===== config.mk =====
export PLATFORM = sky130hd
export DESIGN_NAME = length_prefixed_packet_deframer
export DESIGN_NICKNAME = d
export VERILOG_FILES = /design/src/design/lppd_pkg.sv /design/src/design/length_prefixed_packet_deframer.sv /design/src/design/lppd_core.sv /design/src/design/lppd_out_stage.sv
export SDC_FILE = /design/constraint.sdc
export NUM_CORES = 1
export LEC_CHECK = 0
export BUFFER_PORTS_ARGS = -buffer_cell sky130_fd_sc_hd__clkbuf_2
export CORE_AREA = 4 4 135 137
export DETAILED_ROUTE_END_ITERATION = 12
export DIE_AREA = 0 0 139 141
export GPL_TIMING_DRIVEN = 0
export PLACE_DENSITY = 0.49
export SYNTH_ARGS = -nofsm -noshare
export SYNTH_HDL_FRONTEND = slang
export SYNTH_SLANG_ARGS = --single-unit

===== constraint.sdc =====
create_clock -name clk -period 7.41 [get_ports clk]
set_input_delay 1.1115 -clock clk [delete_from_list [all_inputs] [get_ports clk]]
set_output_delay 1.1115 -clock clk [all_outputs]
set_load 0.05 [all_outputs]

===== src/design/lppd_pkg.sv =====
// Shared types and constants for the length-prefixed packet deframer.
`default_nettype none

package lppd_pkg;

    localparam logic [7:0] MARK_SHORT_A = 8'hC1;
    localparam logic [7:0] MARK_LONG_A  = 8'hC2;
    localparam logic [7:0] MARK_SHORT_B = 8'hC3;
    localparam logic [7:0] MARK_LONG_B  = 8'hC4;

    localparam logic [15:0] HDR_SHORT_LEN   = 16'd3;
    localparam logic [15:0] HDR_LONG_LEN    = 16'd4;
    localparam logic [15:0] MAX_LEN_DEFAULT = 16'd8192;

    typedef enum logic [2:0] {
        PH_IDLE  = 3'd0,
        PH_LENHI = 3'd1,
        PH_LENLO = 3'd2,
        PH_HEAD  = 3'd3,
        PH_BODY  = 3'd4,
        PH_ERROR = 3'd5
    } phase_t;

    typedef enum logic [1:0] {
        ST_OK      = 2'd0,
        ST_BAD_HDR = 2'd1,
        ST_BAD_LEN = 2'd2
    } status_t;

    typedef struct packed {
        logic [7:0]  out_byte;
        logic        frame_start;
        logic        frame_end;
        logic [7:0]  marker_code;
        logic [15:0] frame_length;
        logic [7:0]  head_code;
        logic        head_code_valid;
        status_t     status;
    } lppd_result_t;

endpackage

`default_nettype wire


===== src/design/length_prefixed_packet_deframer.sv =====
// Top level of the length-prefixed packet deframer.
`default_nettype none

// The deframer takes one received byte per item on the slave stream and gives
// one result item per byte on the master stream, registered through a
// single output register; with the master side ready it sustains one byte
// every clock cycle, and s_tready drops only while a finished result waits
// to be taken. A packet starts with marker 0xC1/0xC3 (one length byte, header
// of 3) or 0xC2/0xC4 (two length bytes, big-endian, header of 4), then the
// head code byte, then the body up to the declared total length. Each result
// echoes the byte with start (tuser) and end (tlast) marks, the marker, the
// declared length and the head code. An unknown marker reports bad header; a
// declared length below the header size or above max_frame_length reports bad
// length. Either error sticks until reset and later bytes pass through with
// all packet fields zero. Write max_frame_length (reset 8192) only while idle.
module length_prefixed_packet_deframer
    import lppd_pkg::*;
(
    input  wire logic         clk,
    input  wire logic         rst_n,
    // configuration
    input  wire logic         cfg_we,
    input  wire logic [15:0]  cfg_wdata,   // max_frame_length
    // received bytes
    input  wire logic         s_tvalid,
    output logic              s_tready,
    input  wire logic [7:0]   s_tdata,     // [7:0] rx_byte
    // framed results
    output logic              m_tvalid,
    input  wire logic         m_tready,
    output logic [39:0]       m_tdata,     // [7:0] out_byte, [15:8] marker_code,
                                           // [31:16] frame_length, [39:32] head_code
    output logic              m_tlast,     // frame_end
    output logic [3:0]        m_tuser      // [0] frame_start, [1] head_code_valid,
                                           // [3:2] status
);

    logic [15:0]  max_len_reg;
    logic         accept;
    logic         can_load;
    lppd_result_t core_result;
    lppd_result_t held_result;

    always_ff @(posedge clk or negedge rst_n)
    begin
        if (!rst_n)
        begin
            max_len_reg <= MAX_LEN_DEFAULT;
        end
        else if (cfg_we)
        begin
            max_len_reg <= cfg_wdata;
        end
    end

    // Advance the framing state on every accepted byte.
    assign s_tready = can_load;
    assign accept   = s_tvalid && can_load;

    lppd_core u_core (
        .clk              (clk),
        .rst_n            (rst_n),
        .accept           (accept),
        .rx_byte          (s_tdata),
        .max_frame_length (max_len_reg),
        .result           (core_result)
    );

    lppd_out_stage u_out (
        .clk        (clk),
        .rst_n      (rst_n),
        .load       (accept),
        .result_in  (core_result),
        .take       (m_tready),
        .can_load   (can_load),
        .valid      (m_tvalid),
        .result_out (held_result)
    );

    // Pack the held result onto the master stream.
    assign m_tdata = {held_result.head_code, held_result.frame_length,
                      held_result.marker_code, held_result.out_byte};
    assign m_tlast = held_result.frame_end;
    assign m_tuser = {held_result.status, held_result.head_code_valid,
                      held_result.frame_start};

endmodule

`default_nettype wire


===== src/design/lppd_core.sv =====
// Per-byte framing state machine: tracks packet phase and builds one result per byte.
`default_nettype none

module lppd_core
    import lppd_pkg::*;
(
    input  wire logic         clk,
    input  wire logic         rst_n,
    input  wire logic         accept,
    input  wire logic [7:0]   rx_byte,
    input  wire logic [15:0]  max_frame_length,
    output lppd_result_t      result
);

    phase_t      phase_reg,  phase_next;
    logic [15:0] pos_reg,    pos_next;
    logic [15:0] len_reg,    len_next;
    logic [7:0]  marker_reg, marker_next;
    logic [7:0]  head_reg,   head_next;
    status_t     status_reg, status_next;

    always_ff @(posedge clk or negedge rst_n)
    begin
        if (!rst_n)
        begin
            phase_reg  <= PH_IDLE;
            pos_reg    <= '0;
            len_reg    <= '0;
            marker_reg <= '0;
            head_reg   <= '0;
            status_reg <= ST_OK;
        end
        else if (accept)
        begin
            phase_reg  <= phase_next;
            pos_reg    <= pos_next;
            len_reg    <= len_next;
            marker_reg <= marker_next;
            head_reg   <= head_next;
            status_reg <= status_next;
        end
    end

    always_comb
    begin
        logic [15:0] min_len;
        logic [15:0] pos_inc;
        logic [7:0]  head_now;

        phase_next  = phase_reg;
        pos_next    = pos_reg;
        len_next    = len_reg;
        marker_next = marker_reg;
        head_next   = head_reg;
        status_next = status_reg;
        pos_inc     = pos_reg + 16'd1;
        min_len     = ((marker_reg == MARK_LONG_A) || (marker_reg == MARK_LONG_B))
                      ? HDR_LONG_LEN : HDR_SHORT_LEN;
        head_now    = (phase_reg == PH_HEAD) ? rx_byte : head_reg;

        result                 = '0;
        result.out_byte        = rx_byte;

        unique case (phase_reg)
            PH_LENHI:
            begin
                len_next           = {rx_byte, 8'h00};
                pos_next           = 16'd2;
                phase_next         = PH_LENLO;
                result.marker_code = marker_reg;
            end
            PH_LENLO:
            begin
                len_next            = {len_reg[15:8], rx_byte};
                pos_next            = pos_inc;
                result.marker_code  = marker_reg;
                result.frame_length = len_next;
                if ((len_next < min_len) || (len_next > max_frame_length))
                begin
                    status_next = ST_BAD_LEN;
                    phase_next  = PH_ERROR;
                end
                else
                begin
                    phase_next = PH_HEAD;
                end
            end
            PH_HEAD, PH_BODY:
            begin
                head_next              = head_now;
                pos_next               = pos_inc;
                result.head_code_valid = 1'b1;
                result.marker_code     = marker_reg;
                result.frame_length    = len_reg;
                result.head_code       = head_now;
                if (pos_inc >= len_reg)
                begin
                    result.frame_end = 1'b1;
                    phase_next       = PH_IDLE;
                end
                else
                begin
                    phase_next = PH_BODY;
                end
            end
            PH_ERROR:
            begin
                // hold the latched error
            end
            default:
            begin
                if ((rx_byte == MARK_SHORT_A) || (rx_byte == MARK_SHORT_B))
                begin
                    marker_next        = rx_byte;
                    head_next          = '0;
                    len_next           = '0;
                    pos_next           = 16'd1;
                    phase_next         = PH_LENLO;
                    result.frame_start = 1'b1;
                    result.marker_code = rx_byte;
                end
                else if ((rx_byte == MARK_LONG_A) || (rx_byte == MARK_LONG_B))
                begin
                    marker_next        = rx_byte;
                    head_next          = '0;
                    len_next           = '0;
                    pos_next           = 16'd1;
                    phase_next         = PH_LENHI;
                    result.frame_start = 1'b1;
                    result.marker_code = rx_byte;
                end
                else
                begin
                    status_next = ST_BAD_HDR;
                    phase_next  = PH_ERROR;
                end
            end
        endcase

        result.status = status_next;
    end

endmodule

`default_nettype wire


===== src/design/lppd_out_stage.sv =====
// Output holding register that decouples the result stream from the input stream.
`default_nettype none

module lppd_out_stage
    import lppd_pkg::*;
(
    input  wire logic          clk,
    input  wire logic          rst_n,
    input  wire logic          load,
    input  wire lppd_result_t  result_in,
    input  wire logic          take,
    output logic               can_load,
    output logic               valid,
    output lppd_result_t       result_out
);

    logic         valid_reg;
    lppd_result_t data_reg;

    // Room for a new item when empty or when the held one leaves this cycle.
    assign can_load   = !valid_reg || take;
    assign valid      = valid_reg;
    assign result_out = data_reg;

    always_ff @(posedge clk or negedge rst_n)
    begin
        if (!rst_n)
        begin
            valid_reg <= 1'b0;
        end
        else if (load)
        begin
            valid_reg <= 1'b1;
        end
        else if (take)
        begin
            valid_reg <= 1'b0;
        end
    end

    always_ff @(posedge clk)
    begin
        if (load)
        begin
            data_reg <= result_in;
        end
    end

endmodule

`default_nettype wire


Yosys cells after proc, flatten, opt, wreduce, memory -nomap -nowiden
Cells that the tools add are included.
W data, S select, Z words.
{ "classes": {"addsub": 1, "n_eq_ne": 11, "bitwise_logic": 5, "n_mux": 32, "n_reduce_logical": 26, "n_lt_le_gt_ge": 3} }
{ "op_table": {"columns": ["op", "count"], "rows": [
  ["$pmux W16 S3", 2],
  ["$mux W16", 4],
  ["$mux W8", 7],
  ["$eq A8 B8 Y1 const B", 6],
  ["$pmux W16 S2", 1],
  ["$pmux W8 S2", 2],
  ["$add A16 B1 Y16 const B", 1],
  ["$ge A16 B16 Y1", 1],
  ["$gt A16 B16 Y1", 1],
  ["$lt A16 B16 Y1", 1],
  ["$mux W3", 5],
  ["$pmux W3 S4", 1],
  ["$reduce_and A3 Y1", 4],
  ["$reduce_or A3 Y1", 3],
  ["$reduce_bool A4 Y1", 2],
  ["$reduce_or A4 Y1", 2],
  ["$eq A3 B2 Y1 const B", 2],
  ["$eq A3 B3 Y1 const B", 2],
  ["$mux W1", 6],
  ["$mux W2", 3],
  ["$reduce_bool A3 Y1", 2],
  ["$logic_or A1 B1 Y1", 5],
  ["$not A1 Y1", 5],
  ["$reduce_or A5 Y1", 1],
  ["other kinds (8)", 9]
]} }
{ "totals": {"output_inout_bits": 47, "reg_bits": 115} }

Longest topological paths before layout
Gate-level depths: netlist of run 1.
{ "depth": {"depth_word": 7, "ltp_mapped": 13, "depth_no_buf": 13} }

By module
A second synthesis of run 1 with hierarchy kept.
{ "hier_totals": {"cells_unflattened": 535, "hier_area_um2": 6089.6} }
{ "modules_own_cells": {"columns": ["module", "seq_area_each_um2", "cells_per_inst", "instances", "area_each_um2"], "rows": [
  ["lppd_core", 1326.3, 452, 1, 4033.9],
  ["lppd_out_stage", 1376.3, 48, 1, 1398.8],
  ["length_prefixed_packet_deframer", 401.6, 35, 1, 656.9]
]} }

Worst setup path before layout of run 1
Ideal clock, no wire load.
{ "synth_path": {"path_type": "input -> register", "start": "input port m_tready", "end": "register u_core.len_reg[0]", "path_stages": 6, "t_arrival_ns": 4.204, "setup_ns": 0.125, "n_path_buf": 1, "slack_ns": 3.080, "required_ns": 7.285, "cell_sequence": "nand2b_1 nand2_1 inv_1 clkbuf_1 o2111ai_2 mux2_2"} }
{ "synth_via": {"elab_chain_len": 3} }
{ "synth_rtl": {"columns": ["element", "line_no", "source"], "rows": [
  ["start, declared", "length_prefixed_packet_deframer.sv:30", "input wire logic m_tready,"],
  ["$logic_or A1 B1 Y1", "lppd_out_stage.sv:21", "assign can_load = !valid_reg || take;"],
  ["$logic_and A1 B1 Y1", "length_prefixed_packet_deframer.sv:58", "assign accept = s_tvalid && can_load;"],
  ["via accept", "length_prefixed_packet_deframer.sv:39", "logic accept;"],
  ["$reduce_and A3 Y1 (no source line)", null, null],
  ["end signal, assigned", "lppd_core.sv:37", "len_reg <= len_next;"],
  ["end, declared", "lppd_core.sv:17", "logic [15:0] len_reg, len_next;"]
]} }
The timed path passes the listed nets, and every way through them passes these cells.
A chain may end at the register's enable or synchronous reset.

Final worst setup path of run 1
{ "layout_path": {"start": "register u_core.pos_reg[2]", "end": "register u_core.phase_reg[2]"} }
{ "layout_via": {"elab_chain_len": 4} }
{ "layout_rtl": {"columns": ["element", "line_no", "source"], "rows": [
  ["start, declared", "lppd_core.sv:16", "logic [15:0] pos_reg, pos_next;"],
  ["start signal, assigned", "lppd_core.sv:36", "pos_reg <= pos_next;"],
  ["$add A16 B1 Y16", "lppd_core.sv:56", "pos_inc = pos_reg + 16'd1;"],
  ["$ge A16 B16 Y1", "lppd_core.sv:96", "if (pos_inc >= len_reg)"],
  ["$mux W3", "lppd_core.sv:96", null],
  ["$pmux W3 S4", "lppd_core.sv:64", "unique case (phase_reg)"],
  ["end signal, assigned", "lppd_core.sv:35", "phase_reg <= phase_next;"],
  ["end, declared", "lppd_core.sv:15", "phase_t phase_reg, phase_next;"]
]} }
Every way passes these cells.

==> impl_results.md, run 1 <==
- Synth unique cells: 49
- Sw frac: 34.9%
- Via count: 4415
- Max FO, Critical Path: 7
- Routed len/inst: 16.2 µm
- Worst Setup End Kind: flop
- Fin Setup TNS: 0 ns
- RSZ-0062 raised after global routing: false
- IO Count: 76
- Total track usage: 15.6%
- Post-layout util: 42.0%
- Sequential share of power: 34.9%
- Avg Inst Size Synth: 10.7 µm²
- Residual DRC: 0
- Via-per-instance ratio: 5.00
- Synthesized area: 5850 µm²
- Final setup viols: 0
- Clk root buf: clkbuf_16
- Share of layout cells above drive strength 1: 20.7%
- Commonest non-fill, non-tap cells in the layout: clkbuf_2, dfrtp_1, o21ai_0
- Initial antenna violation count: 0
- Post-CTS Hold Fix Bufs: 0
- Number of synthesized flops with an enable pin: 45
- # clock sinks: 115
- CTS H-tree lvls: 4
- Initial Util: 34.3%
- Overflow after GRT: 0
- Slew @ Worst Pin: 0.844 ns
- Die X: 139 µm
- Slew Viols, Final: 0
- Outcome: finished clean
- Arr. time, crit path: 3.73 ns
- FF+latch area: 3100 µm²
- Worst clock skew: 0.0181 ns
- Final wirelength: 14.3 mm
- Largest net degree at the start of global routing: 51
- Pint: 1580 µW
- Final hold vios: 0
- Worst hold path class: flop to flop
- Fmax: 294 MHz
- Slew headroom: 43.2%
- Comb pwr share: 29.8%
- Final critical-path required period: 3.40 ns
- Final HPWL from detailed placement: 10.2 mm
- CTS Buf Count: 17
- NetSw: 849 µW
- Drt first pass iters: 5
- Post-synth ARST share: 60.9%
- Area occupied by multi-input gates: 2510 µm²
- Worst EP required: 7.74 ns
- Worst-path clk slew: 0.05 ns
- Area grow syn2layout: 22.5%
- Gpl congestion: 0.806
- Synth warn: 0
- First-pass GRT wire length: 24.2 mm
- Clk_lat worst skew: 0.43 ns
- Std-Cell Rows: 48
- Clock group share of total power: 35.3%
- Postcts setup bufs: 0
- Most common cell after layout, fill and taps aside: clkbuf_2
- Initial DRC count: 265
- Leak: 0.00335 µW
- Die H: 141 µm
- CP startpoint kind: flop
- CTS max path bufs: 2
- Power Density: 339 nW/µm²
- # fillers: 1675
- Syn_nets: 613
- Critical path class: flop to flop
- Input/output buffers: 75
- Most common flop cell mapped by yosys: dfrtp_1
- Die area: 19600 µm²
- Max cap viols: 0
- CTS tree: built
- Final net count: 709
- #FFs+latches synth: 115
- Register area share after synthesis: 53.0%
- Diode count: 0
- VDD IR max: 0.182 mV
- Cell count after synthesis: 549
- Max FFs per register: 45
- Cts repair resizes: 0
- Vias in the first global route: 4620
- Routed Antenna Nets: 0
- CORE AREA: 17100 µm²
- Final period util: 45.9%
-- per-stage QoR --
step	hold WS [ns]	total power, µW	setup slack, ns	area, µm²	cells
4_1_cts	0.494	2450	4.09	7170	883
3_5_place_dp	0.482	1580	3.67	6560	851
2_1_floorplan	0.461	1370	3.08	5850	549
3_3_place_gp	0.473	1560	2.12	6510	849
6_report	0.496	2430	4.01	7170	883
5_1_grt	0.521	2590	3.70	7170	883
-- critical path, stage by stage (launching register included) --
cell and delay, ns:
dfrtp_1 0.44, and3_1 0.20, and3_1 0.15, clkbuf_1 0.25, nand4_1 0.34, xnor2_1 0.35, ha_1 0.30, a21oi_1 0.16
o21ai_0 0.16, o21ai_0 0.30, a21oi_1 0.09, or3_1 0.38, a32oi_1 0.19
-- per-layer routing --
layer	share of wire (%)	global-route usage (%)
met3	4.3	3.70
met2	45	24.3
met1	48	21.3
met5	0	0
met4	2.1	5.56
-- cell type report --
type                       instances  share of cell area [%]
clock buffer                      21                    6.28
inverter                          42                    2.20
clock inverter                    11                    2.22
multi-input combinational        371                    35.0
buffer                            21                    1.19
sequential                       115                    43.3
timing repair buffer              77                    5.93
tap                              225                    3.93
-- synthesized netlist by cell type (2+ instances only) --
cell type | n | area, µm²
dfrtp_1 | 69 | 1730
o21ai_0 | 52 | 260
nand2_1 | 49 | 184
edfxtp_1 | 45 | 1350
inv_1 | 41 | 154
nor2_1 | 41 | 154
ha_1 | 35 | 438
a21oi_1 | 21 | 105
mux2_2 | 21 | 236
a22o_1 | 19 | 166
clkbuf_1 | 17 | 63.8
and2_1 | 13 | 81.3
nor2b_1 | 12 | 75.1
a21o_1 | 11 | 82.6
nand3_1 | 11 | 55.1
nor3_1 | 9 | 45.0
mux2i_1 | 8 | 80.1
xnor2_1 | 8 | 70.1
xor2_1 | 8 | 70.1
and3_1 | 7 | 43.8
nor4_1 | 7 | 43.8
nand4_1 | 6 | 37.5
nand2b_1 | 4 | 25.0
o211ai_1 | 4 | 30.0
o31ai_1 | 3 | 22.5
buf_1 | 2 | 7.51
o22a_1 | 2 | 17.5
o22ai_1 | 2 | 12.5
or2_2 | 2 | 12.5
-- power by group through the flow --
stage | Sequential [µW] | Combinational [µW] | Clock (µW)
final | 847 | 724 | 859
after global routing | 861 | 821 | 903
after CTS | 847 | 731 | 874
after detailed placement | 858 | 726 | 0
after global placement | 857 | 703 | 0
after floorplan | 917 | 449 | 0
-- path summary, 6_finish.rpt --
path                                 startpoint                   end  slack, ns  cells after the start
setup / recovery              u_core.pos_reg[2]   u_core.phase_reg[2]       4.01                     12
hold / removal             u_core.status_reg[0]  u_core.status_reg[0]       0.50                      1
setup reg to reg              u_core.pos_reg[2]   u_core.phase_reg[2]       4.01                     12
hold reg to reg            u_core.status_reg[0]  u_core.status_reg[0]       0.50                      1
max in group asynchronous                 rst_n       max_len_reg[13]       6.17                      2
min in group asynchronous                 rst_n    u_core.head_reg[4]       0.62                      1
-- cell families after synthesis --
| logic type | synth area share (%) |
|---|---|
| AOI/OAI and AO/OA | 13.8 |
| xor gates and xnor gates | 2.39 |
| adders and majority gates | 7.48 |
| buffers and inverters | 4.13 |
| DFF | 53.0 |
| muxes | 5.41 |
| and+or+nand+nor | 13.8 |
Note: power is estimated with default switching activity, not from simulation.
==> run 2, diff against run 1 <==
ABC_AREA = 1   (was not set)
CORE_AREA = 4 4 133 135   (was 4 4 135 137)
DIE_AREA = 0 0 137 139   (was 0 0 139 141)
clock period = 3.55 ns   (was 7.41 ns; I/O delays follow)
==> impl_results.md, run 2 <==
- Max cap viols: 0 (unchanged)
- Share of layout cells above drive strength 1: 19.0% (was 20.7%)
- Area occupied by multi-input gates: 2120 µm² (was 2510 µm²)
- Most common flop cell mapped by yosys: dfrtp_1 (unchanged)
- Cts repair resizes: 0 (unchanged)
- Final hold vios: 0 (unchanged)
- Routed Antenna Nets: 0 (unchanged)
- Reg2Reg Depth: 14 (was 12)
- Crit path top cell by count: nand3_1
- Area grow syn2layout: 22.4% (was 22.5%)
- Leak: 0.00335 µW (about the same)
- Synth unique cells: 37 (was 49)
- Routed len/inst: 14.7 µm (was 16.2 µm)
- Outcome: finished clean (unchanged)
- Pwr Total: 5740 µW (was 2430 µW)
- Slew @ Worst Pin: 1.08 ns (was 0.844 ns)
- Final wirelength: 13.9 mm (was 14.3 mm)
- CTS H-tree lvls: 4 (unchanged)
- Input/output buffers: 75 (unchanged)
- Slew Viols, Final: 0 (unchanged)
- # clock sinks: 115 (unchanged)
- Yosys top cell area share: 30.3% (was 29.5%)
- CTS tree: built (unchanged)
- Worst-path clk slew: 0.05 ns (about the same)
- Total track usage: 15.3% (was 15.6%)
- Post-synth ARST share: 60.9% (unchanged)
- Arr. time, crit path: 3.36 ns (was 3.73 ns)
- CP peak stage delay: 0.46 ns (was 0.44 ns)
- IO Count: 76 (unchanged)
- Initial Util: 34.7% (was 34.3%)
- Dominant cell by count in the synthesized netlist: nand2_1 (was dfrtp_1)
- Vias in the first global route: 4475 (was 4620)
- Post-CTS Hold Fix Bufs: 0 (unchanged)
- Syn_nets: 677 (was 613)
- Final critical-path required period: 3.06 ns (was 3.40 ns)
- Via-per-instance ratio: 4.73 (was 5.00)
- FF+latch area: 3100 µm² (unchanged)
- CP startpoint kind: flop (unchanged)
- Worst Setup End Kind: flop (unchanged)
- Gpl congestion: 0.888 (was 0.806)
- Synthesized area: 5710 µm² (was 5850 µm²)
- Final HPWL from detailed placement: 10.5 mm (was 10.2 mm)
- Die X: 137 µm (was 139 µm)
- Slew headroom: 27.7% (was 43.2%)
- Initial antenna violation count: 0 (unchanged)
- Std-Cell Rows: 47 (was 48)
- CTS Buf Count: 17 (unchanged)
- Fin Setup TNS: 0 ns (unchanged)
- Max FFs per register: 45 (unchanged)
- First-pass GRT wire length: 22.7 mm (was 24.2 mm)
- Final net count: 772 (was 709)
- Avg Inst Size Synth: 9.31 µm² (was 10.7 µm²)
- CTS max path bufs: 2 (unchanged)
- Final period util: 86.1% (was 45.9%)
- VDD IR max: 0.359 mV (was 0.182 mV)
- Worst clock skew: 0.00560 ns (was 0.0181 ns)
- Die area: 19000 µm² (was 19600 µm²)
- # fillers: 1624 (was 1675)
- Diode count: 0 (unchanged)
- RSZ-0062 raised after global routing: false (unchanged)
- Top area cells in the synthesized netlist: dfrtp_1, edfxtp_1, nand2_1, ha_1, inv_1 (was dfrtp_1, edfxtp_1, ha_1, o21ai_0, mux2_2)
- Worst path cell trace: ha_1, nand3_1, nor3_1, inv_1, nor2_1, xor2_1, ha_1, nand2_1, nor4_1, nand3_1, nand4_1, nand3_1, nand2_1, inv_1 (was and3_1, and3_1, clkbuf_1, nand4_1, xnor2_1, ha_1, a21oi_1, o21ai_0, o21ai_0, a21oi_1, or3_1, a32oi_1)
- Largest area contributor in the netlist: dfrtp_1 (unchanged)
- Worst path depth: 14 (was 12)
- Clk root buf: clkbuf_16 (unchanged)
- Clk_lat worst skew: 0.41 ns (was 0.43 ns)
- Residual DRC: 0 (unchanged)
- Synth warn: 0 (unchanged)
- CORE AREA: 16500 µm² (was 17100 µm²)
- #FFs+latches synth: 115 (unchanged)
- Overflow after GRT: 0 (unchanged)
- Worst EP required: 3.86 ns (was 7.74 ns)
- Highest-delay cell along the critical path: nor4_1 (was dfrtp_1)
- Commonest non-fill, non-tap cells in the layout: nand2_1, inv_1, clkbuf_2 (was clkbuf_2, dfrtp_1, o21ai_0)
- Number of synthesized flops with an enable pin: 45 (unchanged)
- Via count: 4450 (was 4415)
- Die H: 139 µm (was 141 µm)
- Drt first pass iters: 9 (was 5)
- Cell count after synthesis: 613 (was 549)
- Final setup viols: 0 (unchanged)
- Most common cell after layout, fill and taps aside: nand2_1 (was clkbuf_2)
- Max FO, Critical Path: 5 (was 7)
- Fmax: 327 MHz (was 294 MHz)
- Worst path top cell family by delay: simple AND/OR/NAND/NOR gates (unchanged)
- Postcts setup bufs: 0 (unchanged)
- Largest net degree at the start of global routing: 54 (was 51)
- Initial DRC count: 215 (was 265)
- Register area share after synthesis: 54.4% (was 53.0%)
- Critical path class: flop to flop (unchanged)
- CP bufs+invs: 2 (was 1)
- WHS: 0.0476 ns (was 0.496 ns)
- Worst hold path class: input port to async pin (was flop to flop)
- Power Density: 822 nW/µm² (was 339 nW/µm²)
- Synth cell count leaders: nand2_1, inv_1, dfrtp_1 (was dfrtp_1, o21ai_0, nand2_1)
[run 2: cell count changes after synthesis, sizes merged, moves of 8 or more]
cell and change:
clkbuf -12, and2 -13, xnor2 -8, a22o -19, inv +65, nor2b -12, o22ai +21, mux2 -20
a21o -8, nand3 +24, nand2 +71, mux2i -8, o21ai +12
[run 2: path summary, 6_finish.rpt]
check                                     start              endpoint  slack [ns]
setup / recovery              u_core.pos_reg[0]   u_core.phase_reg[2]        0.49
hold / removal                            rst_n           u_out.valid        0.05
setup reg to reg              u_core.pos_reg[0]   u_core.phase_reg[2]        0.49
hold reg to reg            u_core.marker_reg[6]  u_core.marker_reg[6]        0.46
max in group asynchronous                 rst_n       max_len_reg[13]        2.88
min in group clk                   cfg_wdata[8]        max_len_reg[8]        0.32
[run 2: kinds of logic (layout without fill, tap and decap cells)]
group	count (synthesis)	after routing	synth area share, %
AND/OR/NAND/NOR	211	211	15.9
multiplexers	1	1	0.197
flip-flops	115	115	54.4
AO/OA/AOI/OAI	121	121	11.8
XOR/XNOR	10	10	1.53
buffers and inverters	120	228	8.49
adder cells (fa/ha/maj)	35	35	7.67
[run 2: layout make-up]
type,count,share of cell area (%)
Timing Repair Buffer,76,5.80
Buffer,14,1.20
Sequential cell,115,44.4
Multi-Input combinational cell,378,30.3
Inverter,106,5.73
Tap cell,220,3.94
Clock inverter,12,2.33
Clock buffer,20,6.25
[run 2: metal layers]
metal	part of all wire (%)	track usage [%]	vias up
li1	-	-	2245
met1	45	19.3	2097
met2	49	25.5	93
met3	5.1	4.21	15
met4	1.2	4.52	0
met5	0	0	-
[run 2: through the flow]
stage	instance area, µm²	std cells	util [%]	setup WS, ns
after floorplan	5710	613	-	0.797
after global placement	6360	908	38.6	0.557
after detailed placement	6390	909	38.8	0.497
after CTS	6990	941	42.4	0.458
after global routing	6990	941	42.4	0.110
final	6990	941	42.4	0.495
[run 2: report_power, final]
part	internal, µW	leakage [µW]	switching, µW
Sequential	1770	0.00132	183
Combinational	617	0.00173	1420
Clock	1160	0.000290	583
Total	3550	0.00335	2190
==> run 3, diff against run 2 <==
MAX_ROUTING_LAYER = met4   (was not set)
==> impl_results.md, run 3 (synthesis gave the netlist of run 2 again) <==
- Outcome: finished clean (unchanged)
- Area grow syn2layout: 22.4% (unchanged)
- Final hold vios: 0 (unchanged)
- Slew Viols, Final: 0 (unchanged)
- Initial DRC count: 232 (was 215)
- Commonest non-fill, non-tap cells in the layout: nand2_1, inv_1, clkbuf_2 (unchanged)
- Final setup viols: 0 (unchanged)
- Worst-path clk slew: 0.05 ns (about the same)
- Worst EP required: 3.86 ns (about the same)
- DP Cell Count: 909 (unchanged)
- Fin Setup TNS: 0 ns (unchanged)
- Post-route insts no fill: 941 (unchanged)
- Initial Util: 34.7% (unchanged)
- NetSw: 2190 µW (about the same)
- CP startpoint kind: flop (unchanged)
- Max cap viols: 0 (unchanged)
- Fmax: 329 MHz (was 327 MHz)
- Total track usage: 15.8% (was 15.3%)
- Post-route cell area: 6990 µm² (unchanged)
- Max FO, Critical Path: 5 (unchanged)
- Clock group share of total power: 30.4% (about the same)
- Die H: 139 µm (unchanged)
- Clk_lat worst skew: 0.41 ns (about the same)
- IO Count: 76 (unchanged)
- Diode count: 0 (unchanged)
- Final wirelength: 13.9 mm (about the same)
- Final critical-path required period: 3.04 ns (was 3.06 ns)
- Worst clock skew: 0.00504 ns (was 0.00560 ns)
- Leak: 0.00335 µW (unchanged)
- Crit Reg-Reg Startpoint: u_core.pos_reg[0] (unchanged)
- # clock sinks: 115 (unchanged)
- Gpl congestion: 0.903 (was 0.888)
- Worst Setup End Kind: flop (unchanged)
- Initial antenna violation count: 0 (unchanged)
- CTS Buf Count: 17 (unchanged)
- Sequential share of power: 34.1% (about the same)
- Drt first pass iters: 4 (was 9)
- RSZ-0062 raised after global routing: false (unchanged)
- Final HPWL from detailed placement: 10.5 mm (unchanged)
- Postcts setup bufs: 0 (unchanged)
- Via count: 4437 (was 4450)
- CORE AREA: 16500 µm² (unchanged)
- Power Density: 822 nW/µm² (about the same)
- First-pass GRT wire length: 22.7 mm (about the same)
- CTS H-tree lvls: 4 (unchanged)
- Pint: 3550 µW (about the same)
- Dpl cell area: 6390 µm² (unchanged)
- Input/output buffers: 75 (unchanged)
- Most common cell after layout, fill and taps aside: nand2_1 (unchanged)
- Critical path class: flop to flop (unchanged)
- Std-Cell Rows: 47 (unchanged)
- Worst hold path class: input port to async pin (unchanged)
- Post-CTS Hold Fix Bufs: 0 (unchanged)
- Final net count: 772 (unchanged)
- Max FFs per register: 45 (unchanged)
- Vias in the first global route: 4465 (was 4475)
- Sw frac: 38.1% (about the same)
- Largest net degree at the start of global routing: 54 (unchanged)
- Routed Antenna Nets: 0 (unchanged)
- Arr. time, crit path: 3.34 ns (was 3.36 ns)
- Slew @ Worst Pin: 1.07 ns (was 1.08 ns)
- Via-per-instance ratio: 4.72 (was 4.73)
- Routed len/inst: 14.7 µm (about the same)
- Residual DRC: 0 (unchanged)
- Pwr Total: 5740 µW (about the same)
- Die area: 19000 µm² (unchanged)
- CTS tree: built (unchanged)
- Overflow after GRT: 0 (unchanged)
- Share of layout cells above drive strength 1: 19.0% (unchanged)
- Die X: 137 µm (unchanged)
- VDD IR max: 0.357 mV (was 0.359 mV)
- Final period util: 85.5% (was 86.1%)
- Slew headroom: 28.5% (was 27.7%)
- Post-layout util: 42.4% (unchanged)
- Clk root buf: clkbuf_16 (unchanged)
- CTS max path bufs: 2 (unchanged)
- Cts repair resizes: 0 (unchanged)
- Critical Path Source: u_core.pos_reg[0] (unchanged)
- Comb pwr share: 35.6% (was 35.5%)
[run 3: cell counts in the layout (fill, tap and decap cells not counted)]
No cell type changed its count.
[run 3: final cells by class]
cell class	instances	area, µm²
clock inverters	12	163
clock buffers	20	437
fillers	1624	9480
well taps	220	275
inverters	106	400
plain buffers	14	83.8
repair buffers	76	405
multi-input cells	378	2120
flip-flops and latches	115	3100
[run 3: layer usage]
| metal | vias up | track usage, % | part of all wire [%] |
|---|---|---|---|
| met3 | 11 | 4.43 | 5.2 |
| met2 | 86 | 25.4 | 49 |
| met4 | 0 | 4.36 | 1.0 |
| li1 | 2247 | - | - |
| met5 | - | - | 0 |
| met1 | 2093 | 19.5 | 45 |
[run 3: power groups by stage]
| stage | sequential, µW | clock (µW) | combinational [µW] |
|---|---|---|---|
| finish | 1960 | 1740 | 2040 |
| floorplan | 2240 | 0 | 1220 |
| global route | 2000 | 1850 | 2320 |
| CTS | 1960 | 1790 | 2060 |
| detailed placement | 1980 | 0 | 2050 |
| global placement | 1970 | 0 | 1990 |
[run 3: path summary, 6_finish.rpt]
kind	endpoint	slack, ns	depth (start not counted)
hold / removal	u_out.valid	0.05	1
hold reg to reg	u_core.marker_reg[6]	0.46	2
min in group clk	max_len_reg[8]	0.33	3
setup reg to reg	u_core.phase_reg[2]	0.51	14
max in group asynchronous	max_len_reg[13]	2.88	2
setup / recovery	u_core.phase_reg[2]	0.51	14
[run 3: critical path: stages (launching register included)]
cell and delay, ns:
dfrtp_1 0.42, ha_1 0.22, nand3_1 0.20, nor3_1 0.44
inv_1 0.08, nor2_1 0.15, xor2_1 0.10, ha_1 0.28
nand2_1 0.07, nor4_1 0.46, nand3_1 0.17, nand4_1 0.15
nand3_1 0.08, nand2_1 0.06, inv_1 0.03
[run 3: through the flow]
step	setup slack [ns]	hold slack [ns]
global placement	0.557	0.444
finish	0.514	0.0481
detailed placement	0.497	0.446
CTS	0.458	0.0500
global route	0.110	0.0532
floorplan	0.797	0.237
